`config.mk`:
```
export PLATFORM = sky130hd
export DESIGN_NAME = pressure_stability_detector
export DESIGN_NICKNAME = d
export VERILOG_FILES = /design/src/sv/psd_pkg.sv /design/src/sv/pressure_stability_detector.sv /design/src/sv/psd_fifo.sv /design/src/sv/psd_front.sv /design/src/sv/psd_back.sv
export SDC_FILE = /design/constraint.sdc
export NUM_CORES = 2
export LEC_CHECK = 0
export BUFFER_PORTS_ARGS = -buffer_cell sky130_fd_sc_hd__buf_2
export CAP_MARGIN = 20
export CORE_MARGIN = 3
export CORE_UTILIZATION = 45
export DETAILED_ROUTE_END_ITERATION = 6
export SLEW_MARGIN = 10
export SYNTH_ARGS = -nofsm -noshare
export SYNTH_HDL_FRONTEND = slang
export SYNTH_SLANG_ARGS = --single-unit
```
`constraint.sdc`:
```
create_clock -name clk -period 9.13 [get_ports clk]
set_clock_uncertainty 0.05 [all_clocks]
set_input_delay 0.913 -clock clk [delete_from_list [all_inputs] [get_ports clk]]
set_output_delay 0.913 -clock clk [all_outputs]
set_load 0.05 [all_outputs]
```
`src/sv/psd_pkg.sv`:
```
`default_nettype none

package psd_pkg;

    // Register map of the configuration port
    localparam logic [2:0] REG_INTERVAL   = 3'd0;
    localparam logic [2:0] REG_MAX_READ   = 3'd1;
    localparam logic [2:0] REG_MIN_MEAN   = 3'd2;
    localparam logic [2:0] REG_SPREAD_LIM = 3'd3;
    localparam logic [2:0] REG_GAIN       = 3'd4;

    localparam logic [15:0] RST_INTERVAL   = 16'd50;
    localparam logic [5:0]  RST_MAX_READ   = 6'd50;
    localparam logic [15:0] RST_MIN_MEAN   = 16'd1280;
    localparam logic [31:0] RST_SPREAD_LIM = 32'd131072;
    localparam logic [15:0] RST_GAIN       = 16'd18569;

    typedef enum logic [1:0] {
        STAT_BUSY     = 2'd0,
        STAT_STABLE   = 2'd1,
        STAT_UNSTABLE = 2'd2
    } status_t;

    // What the front decided for one poll
    typedef enum logic [1:0] {
        KIND_START  = 2'd0,
        KIND_SAMPLE = 2'd1,
        KIND_SKIP   = 2'd2
    } kind_t;

    typedef enum logic [2:0] {
        ST_IDLE   = 3'd0,
        ST_SUM    = 3'd1,
        ST_MEAN   = 3'd2,
        ST_SPREAD = 3'd3,
        ST_CHECK  = 3'd4,
        ST_EMIT   = 3'd5
    } state_t;

    typedef struct packed {
        logic [31:0] now_ms;
        logic [11:0] adc_reading;
    } poll_t;

    typedef struct packed {
        status_t     status;
        logic        close_valves;
        logic        sample_taken;
        logic [15:0] pressure_q8;
        logic [15:0] mean_q8;
        logic [7:0]  rounded_psi;
    } result_t;

    typedef struct packed {
        kind_t       kind;
        logic [15:0] pressure;
    } work_t;

    // Completion of one word by the back part
    typedef struct packed {
        logic fire;
        logic ended;
    } done_t;

    typedef struct packed {
        logic [15:0] sample_interval_ms;
        logic [5:0]  max_readings;
        logic [15:0] min_mean_q8;
        logic [31:0] spread_limit;
        logic [15:0] gain_q12;
    } cfg_t;

endpackage

`default_nettype wire

```
`src/sv/pressure_stability_detector.sv`:
```
// Pressure stability detector.
// Poll channel (push/full, word poll): one poll carries now_ms and adc_reading.
// Report channel (empty/pop, word report): exactly one report per poll, in order.
// Configuration: cfg_we/cfg_index/cfg_data write one register per cycle:
//   0 sample_interval_ms, 1 max_readings, 2 min_mean_q8, 3 spread_limit,
//   4 gain_q12; other indexes are ignored. Write only while no poll is pending.
// The front classifies a poll (start, sample, skip) and converts the reading;
// a two-word queue hands it to the back, which owns the sample ring and runs
// the window passes. One poll is in flight at a time; full rises on accept.
// Path: the front pushes the classified word into the work queue; the back
// pops it and sends a start or a skip straight to emit, a sample with a
// partial window through the check to emit, and a sample that completes the
// window through a sum pass, a mean step, a spread pass and the check. The
// next poll is taken the cycle after the report enters the two-word output
// queue, so a new poll is not accepted before the last one is reported.
// Reset: idle, counters cleared, registers at their defaults; ring contents
// need no clearing since the window is read only once it is full.
// A stalled receiver fills the output queue; the back then holds its report
// and full stays high until room appears.
`default_nettype none

module pressure_stability_detector
    import psd_pkg::*;
#(
    parameter int WINDOW = 8
) (
    input  wire logic        clk,
    input  wire logic        rst_n,
    input  wire logic        push,
    output logic             full,
    input  wire poll_t       poll,
    output logic             empty,
    input  wire logic        pop,
    output result_t          report,
    input  wire logic        cfg_we,
    input  wire logic [2:0]  cfg_index,
    input  wire logic [31:0] cfg_data
);

    cfg_t    cfg_reg, cfg_next;
    logic    wq_push, wq_pop, wq_full, wq_empty;
    work_t   wq_in, wq_out;
    logic [$bits(work_t)-1:0]   wq_bits;
    logic    res_push, res_full;
    result_t res_data;
    logic [$bits(result_t)-1:0] res_bits;
    done_t   done;

    // Decode configuration writes
    always_comb
    begin
        cfg_next = cfg_reg;
        if (cfg_we)
        begin
            case (cfg_index)
                REG_INTERVAL:   cfg_next.sample_interval_ms = cfg_data[15:0];
                REG_MAX_READ:   cfg_next.max_readings       = cfg_data[5:0];
                REG_MIN_MEAN:   cfg_next.min_mean_q8        = cfg_data[15:0];
                REG_SPREAD_LIM: cfg_next.spread_limit       = cfg_data;
                REG_GAIN:       cfg_next.gain_q12           = cfg_data[15:0];
                default:        cfg_next = cfg_reg;
            endcase
        end
    end

    always_ff @(posedge clk or negedge rst_n)
    begin
        if (!rst_n)
        begin
            cfg_reg.sample_interval_ms <= RST_INTERVAL;
            cfg_reg.max_readings       <= RST_MAX_READ;
            cfg_reg.min_mean_q8        <= RST_MIN_MEAN;
            cfg_reg.spread_limit       <= RST_SPREAD_LIM;
            cfg_reg.gain_q12           <= RST_GAIN;
        end
        else
        begin
            cfg_reg <= cfg_next;
        end
    end

    psd_front u_front (
        .clk     (clk),
        .rst_n   (rst_n),
        .push    (push),
        .full    (full),
        .poll    (poll),
        .cfg     (cfg_reg),
        .done    (done),
        .wq_push (wq_push),
        .wq_item (wq_in)
    );

    psd_fifo #(.W($bits(work_t))) u_work_q (
        .clk   (clk),
        .rst_n (rst_n),
        .push  (wq_push),
        .wdata (wq_in),
        .full  (wq_full),
        .pop   (wq_pop),
        .rdata (wq_bits),
        .empty (wq_empty)
    );

    assign wq_out = work_t'(wq_bits);

    psd_back #(.WINDOW(WINDOW)) u_back (
        .clk      (clk),
        .rst_n    (rst_n),
        .cfg      (cfg_reg),
        .wq_empty (wq_empty),
        .wq_item  (wq_out),
        .wq_pop   (wq_pop),
        .res_full (res_full),
        .res_push (res_push),
        .res_data (res_data),
        .done     (done)
    );

    psd_fifo #(.W($bits(result_t))) u_res_q (
        .clk   (clk),
        .rst_n (rst_n),
        .push  (res_push),
        .wdata (res_data),
        .full  (res_full),
        .pop   (pop),
        .rdata (res_bits),
        .empty (empty)
    );

    assign report = result_t'(res_bits);

    a_work_q_room: assert property (@(posedge clk) disable iff (!rst_n)
        wq_push |-> !wq_full)
        else $error("work queue overflow");

endmodule

`default_nettype wire

```
`src/sv/psd_fifo.sv`:
```
`default_nettype none

module psd_fifo #(
    parameter int W = 8
) (
    input  wire logic         clk,
    input  wire logic         rst_n,
    input  wire logic         push,
    input  wire logic [W-1:0] wdata,
    output logic              full,
    input  wire logic         pop,
    output logic [W-1:0]      rdata,
    output logic              empty
);

    localparam int DEPTH = 2;

    logic [W-1:0] mem_reg [DEPTH];
    logic         wr_ptr_reg, wr_ptr_next;
    logic         rd_ptr_reg, rd_ptr_next;
    logic [1:0]   count_reg, count_next;
    logic         do_push, do_pop;

    assign full    = (count_reg == 2'(DEPTH));
    assign empty   = (count_reg == 2'd0);
    assign do_push = push && !full;
    assign do_pop  = pop && !empty;
    assign rdata   = mem_reg[rd_ptr_reg];

    // Advance pointers and occupancy
    always_comb
    begin
        wr_ptr_next = do_push ? ~wr_ptr_reg : wr_ptr_reg;
        rd_ptr_next = do_pop ? ~rd_ptr_reg : rd_ptr_reg;
        count_next  = count_reg;
        if (do_push && !do_pop)
        begin
            count_next = count_reg + 2'd1;
        end
        else if (do_pop && !do_push)
        begin
            count_next = count_reg - 2'd1;
        end
    end

    always_ff @(posedge clk or negedge rst_n)
    begin
        if (!rst_n)
        begin
            wr_ptr_reg <= 1'b0;
            rd_ptr_reg <= 1'b0;
            count_reg  <= 2'd0;
        end
        else
        begin
            wr_ptr_reg <= wr_ptr_next;
            rd_ptr_reg <= rd_ptr_next;
            count_reg  <= count_next;
        end
    end

    // Hold the stored words
    always_ff @(posedge clk)
    begin
        if (do_push)
        begin
            mem_reg[wr_ptr_reg] <= wdata;
        end
    end

endmodule

`default_nettype wire

```
`src/sv/psd_front.sv`:
```
`default_nettype none

module psd_front
    import psd_pkg::*;
(
    input  wire logic  clk,
    input  wire logic  rst_n,
    input  wire logic  push,
    output logic       full,
    input  wire poll_t poll,
    input  wire cfg_t  cfg,
    input  wire done_t done,
    output logic       wq_push,
    output work_t      wq_item
);

    logic        active_reg, active_next;
    logic        busy_reg, busy_next;
    logic [31:0] last_time_reg, last_time_next;
    logic        accept;
    logic [31:0] elapsed;
    logic        due;
    logic [27:0] prod;

    assign accept = push && !busy_reg;
    assign full   = busy_reg;

    // Classify the poll: start, sample or skip
    always_comb
    begin
        elapsed = poll.now_ms - last_time_reg;
        due     = (elapsed >= {16'd0, cfg.sample_interval_ms});
        // 12-bit reading times 16-bit gain, shifted by 12, never exceeds 16 bits
        prod    = {16'd0, poll.adc_reading} * {12'd0, cfg.gain_q12};
        wq_item.pressure = 16'd0;
        if (!active_reg)
        begin
            wq_item.kind = KIND_START;
        end
        else if (due)
        begin
            wq_item.kind     = KIND_SAMPLE;
            wq_item.pressure = prod[27:12];
        end
        else
        begin
            wq_item.kind = KIND_SKIP;
        end
        wq_push = accept;
    end

    // Track measurement state and the word in flight
    always_comb
    begin
        active_next    = active_reg;
        busy_next      = busy_reg;
        last_time_next = last_time_reg;
        if (accept)
        begin
            busy_next = 1'b1;
            if (wq_item.kind != KIND_SKIP)
            begin
                last_time_next = poll.now_ms;
            end
            if (wq_item.kind == KIND_START)
            begin
                active_next = 1'b1;
            end
        end
        else if (done.fire)
        begin
            busy_next = 1'b0;
            if (done.ended)
            begin
                active_next = 1'b0;
            end
        end
    end

    always_ff @(posedge clk or negedge rst_n)
    begin
        if (!rst_n)
        begin
            active_reg    <= 1'b0;
            busy_reg      <= 1'b0;
            last_time_reg <= 32'd0;
        end
        else
        begin
            active_reg    <= active_next;
            busy_reg      <= busy_next;
            last_time_reg <= last_time_next;
        end
    end

endmodule

`default_nettype wire

```
`src/sv/psd_back.sv`:
```
`default_nettype none

module psd_back
    import psd_pkg::*;
#(
    parameter int WINDOW = 8
) (
    input  wire logic  clk,
    input  wire logic  rst_n,
    input  wire cfg_t  cfg,
    input  wire logic  wq_empty,
    input  wire work_t wq_item,
    output logic       wq_pop,
    input  wire logic  res_full,
    output logic       res_push,
    output result_t    res_data,
    output done_t      done
);

    localparam int IDX_W   = (WINDOW > 1) ? $clog2(WINDOW) : 1;
    localparam int LOG_W   = $clog2(WINDOW);
    localparam int CNT_W   = $clog2(WINDOW + 1);
    localparam int SUM_W   = 16 + LOG_W;
    localparam int SPR_W   = 32 + LOG_W;
    localparam int K       = SUM_W + LOG_W;
    localparam int RECIP_W = SUM_W + 1;
    localparam int MPROD_W = SUM_W + RECIP_W;
    localparam longint unsigned RECIP =
        ((64'd1 << K) + longint'(WINDOW) - 64'd1) / longint'(WINDOW);

    state_t             state_reg, state_next;
    logic [15:0]        ring [WINDOW];
    logic [15:0]        rd_data_reg;
    logic               rd_valid_reg, rd_valid_next;
    logic [31:0]        sq_reg, sq_next;
    logic               sq_valid_reg, sq_valid_next;
    logic [IDX_W-1:0]   wptr_reg, wptr_next;
    logic [CNT_W-1:0]   fill_reg, fill_next;
    logic [5:0]         readings_reg, readings_next;
    logic [CNT_W-1:0]   cnt_reg, cnt_next;
    logic [SUM_W-1:0]   sum_reg, sum_next;
    logic [15:0]        mean_reg, mean_next;
    logic [SPR_W-1:0]   spread_reg, spread_next;
    logic [15:0]        pres_reg, pres_next;
    result_t            res_reg, res_next;
    logic               ended_reg, ended_next;
    logic               ring_we;
    logic               rd_en;
    logic [CNT_W-1:0]   fill_inc;
    logic               cnt_done;
    logic [MPROD_W-1:0] mprod;
    logic [15:0]        dev;
    logic               stable;
    logic [8:0]         rnd;

    assign cnt_done = (cnt_reg == CNT_W'(WINDOW));
    assign fill_inc = (fill_reg < CNT_W'(WINDOW)) ? fill_reg + CNT_W'(1) : fill_reg;

    // Next state
    always_comb
    begin
        state_next = state_reg;
        case (state_reg)
            ST_IDLE:
            begin
                if (!wq_empty)
                begin
                    if (wq_item.kind == KIND_SAMPLE)
                    begin
                        state_next = (fill_inc == CNT_W'(WINDOW)) ? ST_SUM : ST_CHECK;
                    end
                    else
                    begin
                        state_next = ST_EMIT;
                    end
                end
            end
            ST_SUM:
            begin
                if (cnt_done && !rd_valid_reg)
                begin
                    state_next = ST_MEAN;
                end
            end
            ST_MEAN:
            begin
                state_next = ST_SPREAD;
            end
            ST_SPREAD:
            begin
                if (cnt_done && !rd_valid_reg && !sq_valid_reg)
                begin
                    state_next = ST_CHECK;
                end
            end
            ST_CHECK:
            begin
                state_next = ST_EMIT;
            end
            ST_EMIT:
            begin
                if (!res_full)
                begin
                    state_next = ST_IDLE;
                end
            end
            default:
            begin
                state_next = ST_IDLE;
            end
        endcase
    end

    // Datapath and outputs
    always_comb
    begin
        wptr_next     = wptr_reg;
        fill_next     = fill_reg;
        readings_next = readings_reg;
        cnt_next      = cnt_reg;
        sum_next      = sum_reg;
        mean_next     = mean_reg;
        spread_next   = spread_reg;
        pres_next     = pres_reg;
        res_next      = res_reg;
        ended_next    = ended_reg;
        rd_valid_next = 1'b0;
        sq_next       = sq_reg;
        sq_valid_next = 1'b0;
        ring_we       = 1'b0;
        rd_en         = 1'b0;
        wq_pop        = 1'b0;
        res_push      = 1'b0;
        done          = '0;
        mprod         = MPROD_W'(sum_reg) * MPROD_W'(RECIP_W'(RECIP));
        dev           = (rd_data_reg >= mean_reg) ? rd_data_reg - mean_reg
                                                  : mean_reg - rd_data_reg;
        stable        = (fill_reg == CNT_W'(WINDOW))
                        && (spread_reg < SPR_W'(cfg.spread_limit))
                        && (mean_reg >= cfg.min_mean_q8);
        rnd           = 9'(({1'b0, mean_reg} + 17'd128) >> 8);
        case (state_reg)
            ST_IDLE:
            begin
                if (!wq_empty)
                begin
                    wq_pop     = 1'b1;
                    res_next   = '0;
                    ended_next = 1'b0;
                    case (wq_item.kind)
                        KIND_START:
                        begin
                            wptr_next             = '0;
                            fill_next             = '0;
                            readings_next         = '0;
                            res_next.close_valves = 1'b1;
                        end
                        KIND_SAMPLE:
                        begin
                            ring_we       = 1'b1;
                            pres_next     = wq_item.pressure;
                            wptr_next     = (wptr_reg == IDX_W'(WINDOW - 1))
                                            ? '0 : wptr_reg + IDX_W'(1);
                            fill_next     = fill_inc;
                            readings_next = readings_reg + 6'd1;
                            cnt_next      = '0;
                            sum_next      = '0;
                        end
                        default:
                        begin
                        end
                    endcase
                end
            end
            ST_SUM:
            begin
                // Add one stored sample per cycle
                if (!cnt_done)
                begin
                    rd_en         = 1'b1;
                    rd_valid_next = 1'b1;
                    cnt_next      = cnt_reg + CNT_W'(1);
                end
                if (rd_valid_reg)
                begin
                    sum_next = sum_reg + SUM_W'(rd_data_reg);
                end
            end
            ST_MEAN:
            begin
                // Divide by the window size through a rounded-up reciprocal
                mean_next   = mprod[K +: 16];
                cnt_next    = '0;
                spread_next = '0;
            end
            ST_SPREAD:
            begin
                // Square each deviation into a register, then accumulate it in the next cycle
                if (!cnt_done)
                begin
                    rd_en         = 1'b1;
                    rd_valid_next = 1'b1;
                    cnt_next      = cnt_reg + CNT_W'(1);
                end
                if (rd_valid_reg)
                begin
                    sq_next       = {16'd0, dev} * {16'd0, dev};
                    sq_valid_next = 1'b1;
                end
                if (sq_valid_reg)
                begin
                    spread_next = spread_reg + SPR_W'(sq_reg);
                end
            end
            ST_CHECK:
            begin
                res_next              = '0;
                res_next.sample_taken = 1'b1;
                res_next.pressure_q8  = pres_reg;
                ended_next            = 1'b0;
                if (stable)
                begin
                    res_next.status      = STAT_STABLE;
                    res_next.mean_q8     = mean_reg;
                    res_next.rounded_psi = rnd[8] ? 8'hFF : rnd[7:0];
                    ended_next           = 1'b1;
                end
                else if (readings_reg >= cfg.max_readings)
                begin
                    res_next.status = STAT_UNSTABLE;
                    ended_next      = 1'b1;
                end
            end
            ST_EMIT:
            begin
                if (!res_full)
                begin
                    res_push   = 1'b1;
                    done.fire  = 1'b1;
                    done.ended = ended_reg;
                end
            end
            default:
            begin
            end
        endcase
        res_data = res_reg;
    end

    always_ff @(posedge clk or negedge rst_n)
    begin
        if (!rst_n)
        begin
            state_reg    <= ST_IDLE;
            wptr_reg     <= '0;
            fill_reg     <= '0;
            readings_reg <= '0;
            cnt_reg      <= '0;
            rd_valid_reg <= 1'b0;
            sq_valid_reg <= 1'b0;
            ended_reg    <= 1'b0;
        end
        else
        begin
            state_reg    <= state_next;
            wptr_reg     <= wptr_next;
            fill_reg     <= fill_next;
            readings_reg <= readings_next;
            cnt_reg      <= cnt_next;
            rd_valid_reg <= rd_valid_next;
            sq_valid_reg <= sq_valid_next;
            ended_reg    <= ended_next;
        end
    end

    // Hold payload and arithmetic results
    always_ff @(posedge clk)
    begin
        sum_reg    <= sum_next;
        mean_reg   <= mean_next;
        spread_reg <= spread_next;
        sq_reg     <= sq_next;
        pres_reg   <= pres_next;
        res_reg    <= res_next;
    end

    // Sample ring: one write port, one registered read port
    always_ff @(posedge clk)
    begin
        if (ring_we)
        begin
            ring[wptr_reg] <= wq_item.pressure;
        end
        if (rd_en)
        begin
            rd_data_reg <= ring[cnt_reg[IDX_W-1:0]];
        end
    end

    a_sum_full_window: assert property (@(posedge clk) disable iff (!rst_n)
        (state_reg == ST_SUM) |-> (fill_reg == CNT_W'(WINDOW)))
        else $error("window pass started before the ring was full");

    a_stable_mean: assert property (@(posedge clk) disable iff (!rst_n)
        (res_push && res_data.status == STAT_STABLE)
        |-> (res_data.mean_q8 >= cfg.min_mean_q8 && res_data.sample_taken))
        else $error("stable word without an accepted mean and sample");

    a_start_word: assert property (@(posedge clk) disable iff (!rst_n)
        (res_push && res_data.close_valves)
        |-> (res_data.status == STAT_BUSY && !res_data.sample_taken))
        else $error("start word carries a sample or a verdict");

    a_done_ends: assert property (@(posedge clk) disable iff (!rst_n)
        (done.fire && done.ended)
        |-> (res_data.status == STAT_STABLE || res_data.status == STAT_UNSTABLE))
        else $error("measurement ended without a verdict");

endmodule

`default_nettype wire
```
==> flow_summary.yaml <==
global_route:
  grt_pass1_wl_mm: 156
  grt_usage_pct: 20.9
  antenna_found_initial: 3
  grt_pass1_vias: 28200
  overflow: 0
  grt_max_degree: 89
worst_setup_path:
  r2r_slack_ns: 0.39
  worstSetupPathType: "reg -> reg"
  start_kind: "register"
  cp.required_ns: 9.45
  critPathMaxStageDelay_ns: 0.53
  critPathMaxFanout: 6
  worstSetupEndpointType: "register"
  worst_path_max_delay_cell: "fa_1"
  worstPathArrival_ns: 9.06
  crit_top_cell: "inv_1"
timing:
  slew_violations: 0
  slew_headroom_pct: 25.4
  fin_crit_ns: 8.74
  worstMarginPinSlew_ns: 1.11
  fin_crit_sh_pct: 95.8
  hold_viol: 0
  max_freq_mhz: 114
  finalSetupViolCount: 0
  fin_tns_setup_ns: 0
logic_synthesis:
  synth_area_sq_um: 41500
  syn-num-nets: 4476
  synth_area_leaders: "edfxtp_1 (31%), fa_1 (15%), ha_1 (10%)"
  yosysWarningCount: 0
  ys_ff_latch: 580
  synth-edff-count: 429
  ys.flop_type: "edfxtp_1"
  ys_top_cells_by_count: "inv_1 (555), edfxtp_1 (429), nand2_1 (395), ha_1 (346), fa_1 (306)"
  avgSynthCellArea_sq_um: 11.1
  synth_largest_area_cell: "edfxtp_1"
  yosysTopAreaCellShare_pct: 31.0
  ys_types: 85
  ys_seq_area_share_pct: 40.1
  synth_most_common_cell: "inv_1"
  async_reset_ff_share_pct: 26.0
  synth_cells: 3740
job:
  cap_violations: 0
floorplanning:
  core.rowCount: 110
  chipHeight_um: 310
  core_area_sq_um: 90800
  design.die.area_sq_um: 96000
  start_util_pct: 45.7
  dieWidth_um: 310
  io_pins: 130
final_layout:
  area.growth.synth_to_final_pct: 11.5
  largest_reg_flops: 128
  final_layout_size_suffix_gt1_share_pct: 14.1
  antennaDiodeCount: 0
  fin_nets: 4661
  nFillCells: 8135
placement:
  dp_hpwl_mm: 74.2
  globalplace.congestion: 0.907
  port-buffer-count: 129
cts:
  cts_hold_buffers: 0
  cts_sinks: 580
  htree_num_levels: 3
  clk_path_buf_depth: 3
  clock_latency_ns: 0.64
  path_clk_slew_ns: 0.07
  cts_root_buf: "clkbuf_16"
  cts_tree: "yes"
  cts_made_buffers: 68
run_status:
  outcome: "finished clean"
route:
  first_pass_iters: 5
  wl_per_cell_um: 19.0
  drtIter0Drc: 1664
  wl_mm: 97.8
  vias: 27600
  drc: 0
  postRouteAntennaNets: 0
  viasPerCell: 5.36
hold_path:
  hold_class: "in -> async"
## critical path: cells and delay by family, from the launching register on
family | cells | cell delay, ns
AND/OR/NAND/NOR | 4 | 0.76
buffers and inverters | 8 | 0.55
XOR/XNOR | 2 | 0.29
adder cells (fa/ha/maj) | 9 | 3.77
AO/OA/AOI/OAI | 14 | 2.64
flip-flops | 1 | 0.40
## cell families (layout without fill, tap and decap cells)
group,after synthesis,after routing,synth area share [%]
xor+xnor,141,141,3.03
simple gates,944,944,10.5
fa+ha+maj,652,652,25.2
compound gates,550,550,8.79
flops,580,580,40.1
buf+inv,676,913,6.23
mux,197,197,6.17
## layer usage
metal  vias to the layer above  share of wire (%)  global-route usage (%)
met5                         -                  0                       0
met4                         0                2.3                    5.33
met3                       134                4.0                    2.79
met2                       559                 48                    35.1
met1                     13800                 46                    28.9
li1                      13100                  -                       -
## final timing paths
path / startpoint / endpoint / depth (start not counted)
worst max-delay path: u_back.rd_data_reg[0] / u_back.sq_reg[29] / 37
worst min-delay path: rst_n / u_front.last_time_reg[20] / 1
worst max register to register: u_back.rd_data_reg[0] / u_back.sq_reg[29] / 37
worst min register to register: u_back.res_data[17] / u_res_q.mem_reg[0][17] / 0
max in group asynchronous: rst_n / u_res_q.rd_ptr_reg / 2
min in group clk: u_back.res_data[17] / u_res_q.mem_reg[0][17] / 0
## repair_timing
item                                    CTS  global route
pin swaps                                 0            10
buffers inserted                          0             2
endpoints found under the setup margin    2             9
resized for setup                         2            22
## cells in the final DEF, fill, tap and decap left out, drive strengths merged, types with 66 or more instances in the layout
cell	count
a21o	80
a21oi	139
and2	86
buf	229
clkbuf	83
dfrtp	137
edfxtp	429
fa	306
ha	346
inv	566
mux2	153
nand2	395
nor2	210
o21ai	130
xnor2	75
xor2	66
## per-stage QoR
| step | hold WS [ns] | utilization [%] | area, sq um | setup WS, ns | cells |
|---|---|---|---|---|---|
| 2_1_floorplan | 0.371 | - | 41500 | 0.0952 | 3740 |
| 3_3_place_gp | 0.372 | 48.5 | 44000 | 0.122 | 5028 |
| 3_5_place_dp | 0.382 | 48.5 | 44000 | -0.0278 | 5029 |
| 4_1_cts | 0.322 | 50.9 | 46200 | 0.00609 | 5151 |
| 5_1_grt | 0.359 | 51.0 | 46300 | -0.0647 | 5153 |
| 6_report | 0.296 | 51.0 | 46300 | 0.385 | 5153 |
## layout make-up
type	instances	area, sq um	share of cell area, %
clock buffer	83	1790	3.86
tap	1176	1470	3.18
timing repair buffer	229	1440	3.11
clock inverter	39	377	0.813
inverter	562	2110	4.56
multi-input combinational	2484	22500	48.5
sequential	580	16700	36.0
Power is not shown: default switching activity piles up to over one toggle a cycle in this logic, so the estimate is an artifact.
